===== config.mk =====
export PLATFORM = sky130hd
export DESIGN_NAME = otsu_hist
export DESIGN_NICKNAME = d
export VERILOG_FILES = /design/src/otsu_pkg.sv /design/src/otsu_hist.sv
export SDC_FILE = /design/constraint.sdc
export NUM_CORES = 2
export LEC_CHECK = 0
export ABC_AREA = 0
export BUFFER_PORTS_ARGS = -buffer_cell sky130_fd_sc_hd__buf_2
export CAP_MARGIN = 20
export CELL_PAD_IN_SITES_DETAIL_PLACEMENT = 0
export CELL_PAD_IN_SITES_GLOBAL_PLACEMENT = 1
export CORE_ASPECT_RATIO = 1.4
export CORE_MARGIN = 10
export CORE_UTILIZATION = 40
export DETAILED_ROUTE_END_ITERATION = 16
export HOLD_SLACK_MARGIN = 0.06
export PLACE_DENSITY = 0.69
export SETUP_SLACK_MARGIN = 0.05
export SLEW_MARGIN = 20
export SYNTH_ARGS = -nofsm -noshare
export SYNTH_HDL_FRONTEND = slang
export SYNTH_SLANG_ARGS = --single-unit

===== constraint.sdc =====
create_clock -name clock -period 19 [get_ports clock]
set_clock_uncertainty 0.1 [all_clocks]
set_input_delay 0.95 -clock clock [delete_from_list [all_inputs] [get_ports clock]]
set_output_delay 0.95 -clock clock [all_outputs]
set_load 0.1 [all_outputs]

===== src/otsu_pkg.sv =====
`default_nettype none

package otsu_pkg;

   // Grey levels and the width of a level.
   localparam int LEVELS     = 256;
   localparam int LEVEL_W    = 8;
   localparam logic [LEVEL_W-1:0] LEVEL_TOP = 8'd255;

   // Default pixel limit of one image.
   localparam int MAX_PIXELS_DEF = 16384;

   // Multiplier digit: bits of the second operand retired per cycle.
   localparam int DIGIT_W = 4;

   // Histogram access from the threshold search: read one bin and clear it.
   typedef struct packed {
      logic               valid;
      logic [LEVEL_W-1:0] addr;
   } sweep_req_type;

endpackage

`default_nettype wire


===== src/otsu_hist.sv =====
`default_nettype none

module otsu_hist #(
   parameter int MAX_PIXELS = otsu_pkg::MAX_PIXELS_DEF
) (
   input  wire logic                                  clock,
   input  wire logic                                  reset,
   input  wire logic                                  pix_accept,
   input  wire logic [otsu_pkg::LEVEL_W-1:0]          pix_level,
   input  wire logic                                  pix_last,
   input  wire otsu_pkg::sweep_req_type               sweep,
   output logic [$clog2(MAX_PIXELS+1)-1:0]            bin_data,
   output logic                                       ready,
   output logic                                       image_done,
   output logic [$clog2(MAX_PIXELS+1)-1:0]            stat_count,
   output logic [$clog2(MAX_PIXELS+1)+otsu_pkg::LEVEL_W-1:0] stat_sum,
   output logic [otsu_pkg::LEVEL_W-1:0]               stat_low,
   output logic [otsu_pkg::LEVEL_W-1:0]               stat_high
);
   import otsu_pkg::*;

   localparam int CW = $clog2(MAX_PIXELS + 1);
   localparam int SW = CW + LEVEL_W;

   logic [CW-1:0]      mem_ff [LEVELS];
   logic [CW-1:0]      rd_ff;

   // Power-up clearing pass.
   logic               clr_busy_ff;
   logic [LEVEL_W-1:0] clr_addr_ff;

   // Running statistics of the current image.
   logic [CW-1:0]      count_ff, count_in;
   logic [SW-1:0]      sum_ff, sum_in;
   logic [LEVEL_W-1:0] low_ff, low_in;
   logic [LEVEL_W-1:0] high_ff, high_in;
   logic               counted;

   // Increment stage and the write it made in the previous cycle.
   logic               s1_valid_ff;
   logic [LEVEL_W-1:0] s1_addr_ff;
   logic               wr_valid_ff;
   logic [LEVEL_W-1:0] wr_addr_ff;
   logic [CW-1:0]      wr_data_ff;
   logic [CW-1:0]      inc_in;

   logic               we;
   logic [LEVEL_W-1:0] wa;
   logic [CW-1:0]      wd;
   logic [LEVEL_W-1:0] ra;

   assign counted = pix_accept && (count_ff < CW'(MAX_PIXELS));

   always_comb begin
      count_in = count_ff;
      sum_in   = sum_ff;
      low_in   = low_ff;
      high_in  = high_ff;
      if (counted) begin
         count_in = count_ff + 1'b1;
         sum_in   = sum_ff + SW'(pix_level);
         if (pix_level < low_ff) begin
            low_in = pix_level;
         end
         if (pix_level > high_ff) begin
            high_in = pix_level;
         end
      end
   end

   // The read of a pixel that follows the same level directly misses that write.
   assign inc_in = ((wr_valid_ff && wr_addr_ff == s1_addr_ff) ? wr_data_ff : rd_ff) + 1'b1;

   assign ra = sweep.valid ? sweep.addr : pix_level;

   always_comb begin
      we = 1'b0;
      wa = s1_addr_ff;
      wd = inc_in;
      priority if (clr_busy_ff) begin
         we = 1'b1;
         wa = clr_addr_ff;
         wd = '0;
      end else if (sweep.valid) begin
         we = 1'b1;
         wa = sweep.addr;
         wd = '0;
      end else if (s1_valid_ff) begin
         we = 1'b1;
      end else begin
         we = 1'b0;
      end
   end

   always_ff @(posedge clock) begin
      if (we) begin
         mem_ff[wa] <= wd;
      end
      rd_ff <= mem_ff[ra];
   end

   always_ff @(posedge clock) begin
      if (reset) begin
         clr_busy_ff <= 1'b1;
         clr_addr_ff <= '0;
         s1_valid_ff <= 1'b0;
         wr_valid_ff <= 1'b0;
         count_ff    <= '0;
         sum_ff      <= '0;
         low_ff      <= LEVEL_TOP;
         high_ff     <= '0;
      end else begin
         if (clr_busy_ff) begin
            clr_addr_ff <= clr_addr_ff + 1'b1;
            if (clr_addr_ff == LEVEL_TOP) begin
               clr_busy_ff <= 1'b0;
            end
         end
         s1_valid_ff <= counted;
         wr_valid_ff <= s1_valid_ff;
         if (pix_accept && pix_last) begin
            count_ff <= '0;
            sum_ff   <= '0;
            low_ff   <= LEVEL_TOP;
            high_ff  <= '0;
         end else begin
            count_ff <= count_in;
            sum_ff   <= sum_in;
            low_ff   <= low_in;
            high_ff  <= high_in;
         end
      end
   end

   always_ff @(posedge clock) begin
      s1_addr_ff <= pix_level;
      wr_addr_ff <= s1_addr_ff;
      wr_data_ff <= inc_in;
   end

   assign bin_data   = rd_ff;
   assign ready      = !clr_busy_ff;
   assign image_done = pix_accept && pix_last;
   assign stat_count = count_in;
   assign stat_sum   = sum_in;
   assign stat_low   = low_in;
   assign stat_high  = high_in;

endmodule

`default_nettype wire


After elaboration in Yosys (flattened, before gate mapping)
Memory sizes are Yosys's and may differ from the RTL's. A register that Yosys moved wholly into a read port is not among the register bits.
Cells that the tools add are included.
{"block": "word_totals", "inputBits": 21, "mem_bits_rw": 3840, "regBits": 96, "memories": 1, "mem_bits_ro": 0, "latch_bits": 0, "wordCells": 45, "output_inout_bits": 71}
{"block": "op_classes", "n_eq_ne": 2, "addsub": 4, "n_div": 0, "bitwise_logic": 0, "shifts": 0, "n_lt_le_gt_ge": 3, "n_reduce_logical": 5, "mul": 0, "muxes": 19}
{"name": "mem_ff", "depth": 256, "word_bits": 15, "read_ports": 1, "rd_clocked_by_memory_dff": 1, "wr": 1, "line_no": "otsu_hist.sv:25", "text": "logic [CW-1:0] mem_ff [LEVELS];"}
{"cell": "two-way mux 15 bit", "count": 4}
{"cell": "two-way mux 8 bit", "count": 7}
{"cell": "adder 15 x 1 -> 15 bit, second input constant", "count": 2}
{"cell": "adder 23 x 8 -> 23 bit", "count": 1}
{"cell": "two-way mux 23 bit", "count": 1}
{"cell": "less-than comparator 15 bit, second input constant", "count": 1}
{"cell": "adder 8 x 1 -> 8 bit, second input constant", "count": 1}
{"cell": "== test 8 bit", "count": 1}
{"cell": "== test 8 bit, second input constant", "count": 1}
{"cell": "greater-than comparator 8 bit", "count": 1}
{"cell": "less-than comparator 8 bit", "count": 1}
{"cell": "two-way mux 1 bit", "count": 7}
{"cell": "logical AND 1 bit", "count": 3}
{"cell": "OR reduction 2 bit", "count": 1}
{"cell": "logical NOT 1 bit", "count": 1}

Depth between registers and ports, before layout
{"block": "logic_depth", "depth_word": 6, "depth_mapped": 15, "ltp_nobuf": 12}

Worst setup path before layout
OpenSTA, ideal clock, no wires.
{"block": "synth_path", "path_kind": "flip-flop to flip-flop", "from": "register s1_addr_ff[7]", "to": "memory mem_ff[0][0] in the netlist's numbering (data pin)", "setup_ns": 2.096, "path_slack_ns": 5.221, "arrival_ns": 11.583, "n_path_buf": 2, "path_stages_with_launch": 8, "required_time_ns": 16.804, "period_less_slack_ns": 13.779, "cell_sequence": "dfxtp_1 xnor2_1 nand3_1 nor3_1 buf_4 buf_1 mux2_2 nor3_1"}
{"block": "synth_via", "elab_chain_len": 6}
{"element": "from (decl)", "line_no": "otsu_hist.sv:41", "text": "logic [LEVEL_W-1:0] s1_addr_ff;"}
{"element": "from (signal assigned)", "line_no": "otsu_hist.sv:136", "text": "s1_addr_ff <= pix_level;"}
{"element": "== test 8 bit", "line_no": "otsu_hist.sv:72", "text": "assign inc_in = ((wr_valid_ff && wr_addr_ff == s1_addr_ff) ? wr_data_ff : rd_ff) + 1'b1;"}
{"element": "logical AND 1 bit", "line_no": "otsu_hist.sv:72"}
{"element": "two-way mux 15 bit", "line_no": "otsu_hist.sv:72"}
{"element": "adder 15 x 1 -> 15 bit", "line_no": "otsu_hist.sv:72"}
{"element": "two-way mux 15 bit", "line_no": "otsu_hist.sv:84", "text": "end else if (sweep.valid) begin"}
{"element": "two-way mux 15 bit", "line_no": "otsu_hist.sv:80", "text": "priority if (clr_busy_ff) begin"}
{"element": "net wd[0]", "line_no": "otsu_hist.sv:49", "text": "logic [CW-1:0] wd;"}
{"element": "to (decl)", "line_no": "otsu_hist.sv:25"}
The timed path passes the listed nets, and every way through them passes these cells.

Worst setup path in the final report
{"block": "layout_path", "from": "input sweep[8] in the netlist's numbering", "to": "register rd_ff[13] (netlist: bin_data[13]), read port of mem_ff"}
{"block": "layout_via", "elab_chain_len": 1}
{"element": "from (decl)", "line_no": "otsu_hist.sv:11", "text": "input wire otsu_pkg::sweep_req_type sweep,"}
{"element": "two-way mux 8 bit", "line_no": "otsu_hist.sv:74", "text": "assign ra = sweep.valid ? sweep.addr : pix_level;"}
{"element": "to (decl)", "line_no": "otsu_hist.sv:26", "text": "logic [CW-1:0] rd_ff;"}
No other way between the ends.
A chain may end at the register's enable or synchronous reset.

==> results.tsv <==
metric	value	unit
result of the run	finished clean	
share of flip-flops with an asynchronous set or reset after synthesis	0	%
floorplan row count	271	
area added between synthesis and finish	12.72	%
Pins Over Slew Limit	0	
post-layout instance count excluding filler cells	15962	
layout filler cell count	33592	
power density of the placed cells	102.7	nW/um^2
total I/O pin count	92	
vias in the first global route	91728	
synthesized flop and latch total	3951	
fraction of final layout cells sized beyond drive strength 1	13.13	%
clock transition at the register clock pins on the worst setup and hold paths after CTS	0.07	ns
Post-DRT Antenna Nets	0	
sum of overflow across all layers after global routing	0	
most common library cell in the layout ignoring fill and taps	sky130_fd_sc_hd__edfxtp_1	
fin area	176000	um^2
buffer levels on the longest clock path	4	
post-synth top area cell	sky130_fd_sc_hd__edfxtp_1	
Leakage Power	62.56	nW
endpoints failing setup	0	
smallest setup slack after layout	11.88	ns
tightest slew margin relative to the limit	10.79	%
class of the worst hold path	primary input to flop	
Final period util	37.49	%
endpoint of the lowest-slack register-to-register path	mem_ff[152][12]	
data required time at the worst endpoint	19.75	ns
count of instances resized after the clock tree is built	0	
number of cell instances on the worst register-to-register path	13	
top cell type's share of synthesized area	73.84	%
prevailing post-synth register cell	sky130_fd_sc_hd__edfxtp_1	
width of the chip	548.1	um
CTS tree	yes	
Total Neg Setup Slack	0	ns
number of nets in the final layout	10507	
global-route wire length before repair	701.7	mm
DRC violations left	0	
Worst Tran Pin Value	1.328	ns
top cells by area in the synthesized netlist	sky130_fd_sc_hd__edfxtp_1 (74%), sky130_fd_sc_hd__mux2i_1 (4.5%), sky130_fd_sc_hd__nand2_1 (4.4%), sky130_fd_sc_hd__mux4_2 (3.0%), sky130_fd_sc_hd__a21oi_1 (1.7%)	
number of placed instances, taps included	15279	
class of the most critical setup path	primary input to flop	
Setup crit start kind	primary input	
Worst Path Buf+Inv	6	
starting density of the core	40.15	%
number of failing hold endpoints at the final stage	0	
commonest cells after routing, fill and taps aside	sky130_fd_sc_hd__edfxtp_1 (3840), sky130_fd_sc_hd__nand2_1 (1824), sky130_fd_sc_hd__mux2i_1 (699)	
via count normalized by instance count	5.950	
clock root cell	sky130_fd_sc_hd__clkbuf_16	
die boundary height	759.3	um
final standard cell utilization of the core	45.26	%
total CTS buffers	360	
max-cap check violation count	0	
cell type of the slowest stage on the worst timing path	sky130_fd_sc_hd__a31oi_1	
Total Routing Usage GR	23.18	%
area of the mapped netlist	156200	um^2
placed instance area	164300	um^2
Cells after Synth	10177	
die area	416100	um^2
Pre-Repair DR Iteration Count	5	
largest fanout on the critical path	107	
standard cell core area	388900	um^2
Skew-Pair Late Insertion Delay	0.95	ns
start point of the worst hold path	pix_level[0]	
IO buf count	91	
Achievable Freq	140.4	MHz
RR Startpoint	s1_addr_ff[1]	
number of enable flip-flop cells after synthesis	3840	
worst endpoint data arrival time	7.87	ns
Setup WS pre-CTS	11.10	ns
total number of vias	94971	
Detailed Route Iter0 Violations	12386	
worst hold slack	0.1646	ns
Mapped Nets	10225	
antenna violations before repair	27	
gate family responsible for the most delay along the worst path	buffers and inverters	
end of the worst hold path	s1_addr_ff[0]	
Sink Count	3951	
PnR Total Power	18.08	mW
count of warnings emitted by yosys	0	
r2r setup slk	13.31	ns
sequential share of the synthesized area	75.27	%
Avg WL per Cell	31.51	um
synthesized area divided by synthesized cell count	15.34	um^2
cell breakdown of the critical path	buf_2, buf_4, mux2_8, buf_4, buf_12, buf_4, buf_4, nand2_1, nand3_1, a21oi_1, nor4_1, a21oi_1, a31oi_1, o31ai_2, nand3_1	
number of setup buffers added after CTS	0	
placer congestion estimate	0.8613	
H-tree lvl count	5	
routed wire length	503.0	mm
unrepaired setup endpoints after global routing	false	
most frequent cell on the critical path	sky130_fd_sc_hd__buf_4	
HPWL after detailed placement	291.8	mm
number of distinct library cells after synthesis	69	
type of element capturing the critical path	flop	
pin count of the biggest net entering global routing	204	
Min Clock Period, post-route	7.123	ns
peak supply drop	0.07778	mV
hold buffer count at cts	0	
slowest stage delay, CP	0.74	ns
worst hold path depth	1	
-- flip-flops by register name, indices dropped and copies added, names as in the netlist --
name         cells
sum_ff          23
s1_valid_ff      1
wr_addr_ff       8
wr_data_ff      15
bin_data        15
clr_busy_ff      1
low_ff           8
count_ff        15
s1_addr_ff       8
clr_addr_ff      8
wr_valid_ff      1
high_ff          8
mem_ff        3840
-- routing by layer --
layer / vias to the layer above / GRT usage (%) / wire [um] / part of all wire (%)
met4: 14 / 13.06 / 31660 / 6.3
li1: 39751 / - / - / -
met5: - / 0 / 101 / 0.020
met3: 1055 / 4.099 / 44630 / 8.9
met1: 49149 / 28.66 / 182500 / 36
met2: 5002 / 38.46 / 244100 / 49
-- cell usage after synthesis (all sizes together) (13+ instances only) --
master      n
o21ai     133
a21oi     542
and3       82
inv        30
xnor2      36
ha         26
nand3     460
nand2b     13
nor4       46
a311oi     47
nand4      39
nand2    1829
edfxtp   3840
clkbuf    248
dfxtp     111
a41oi      14
nor3      160
o22ai      88
o21a       19
nor2      348
a31oi     175
a2111oi    21
mux2i     705
o32ai      17
and2       56
mux2       17
mux4      209
o221ai    283
buf       402
xor2       26
-- cells by family (layout without fill, tap and decap cells) --
group	after synthesis	count (layout)	synth area share (%)
adder cells (fa/ha/maj)	27	27	0.2211
buffers and inverters	680	1241	2.075
AO/OA/AOI/OAI	1457	1457	6.091
flip-flops	3951	3951	75.27
AND/OR/NAND/NOR	3069	3069	8.328
other	0	37	0
multiplexers	931	931	7.669
XOR/XNOR	62	62	0.3477
-- final cells by class --
type / count / area [um^2] / area share [%]
inverter: 30 / 112.6 / 0.06398
timing repair buffer: 570 / 4380 / 2.489
clock inverter: 205 / 1937 / 1.100
tap: 5187 / 6490 / 3.687
clock buffer: 436 / 9517 / 5.407
multi-input combinational: 5546 / 35950 / 20.43
antenna: 37 / 92.59 / 0.05260
sequential: 3951 / 117500 / 66.77
-- where the power goes --
part           leakage, nW  internal (mW)  switching [mW]
logic                 15.5          0.344            1.01
clock network         5.57           4.02            3.22
registers             41.5           9.44          0.0547
-- how the worst max path moves through the flow --
stage                              from           end  slack, ns  cells after the start
after floorplan           s1_addr_ff[7]  mem_ff[0][0]       5.22                      7
after global placement         sweep[8]   bin_data[2]       9.93                     14
after detailed placement       sweep[8]   bin_data[8]      11.10                     16
after CTS                      sweep[8]   bin_data[8]      12.08                     16
after global routing           sweep[8]   bin_data[8]      11.59                     17
final                          sweep[8]  bin_data[13]      11.88                     15
Note: power is estimated with default switching activity, not from simulation.
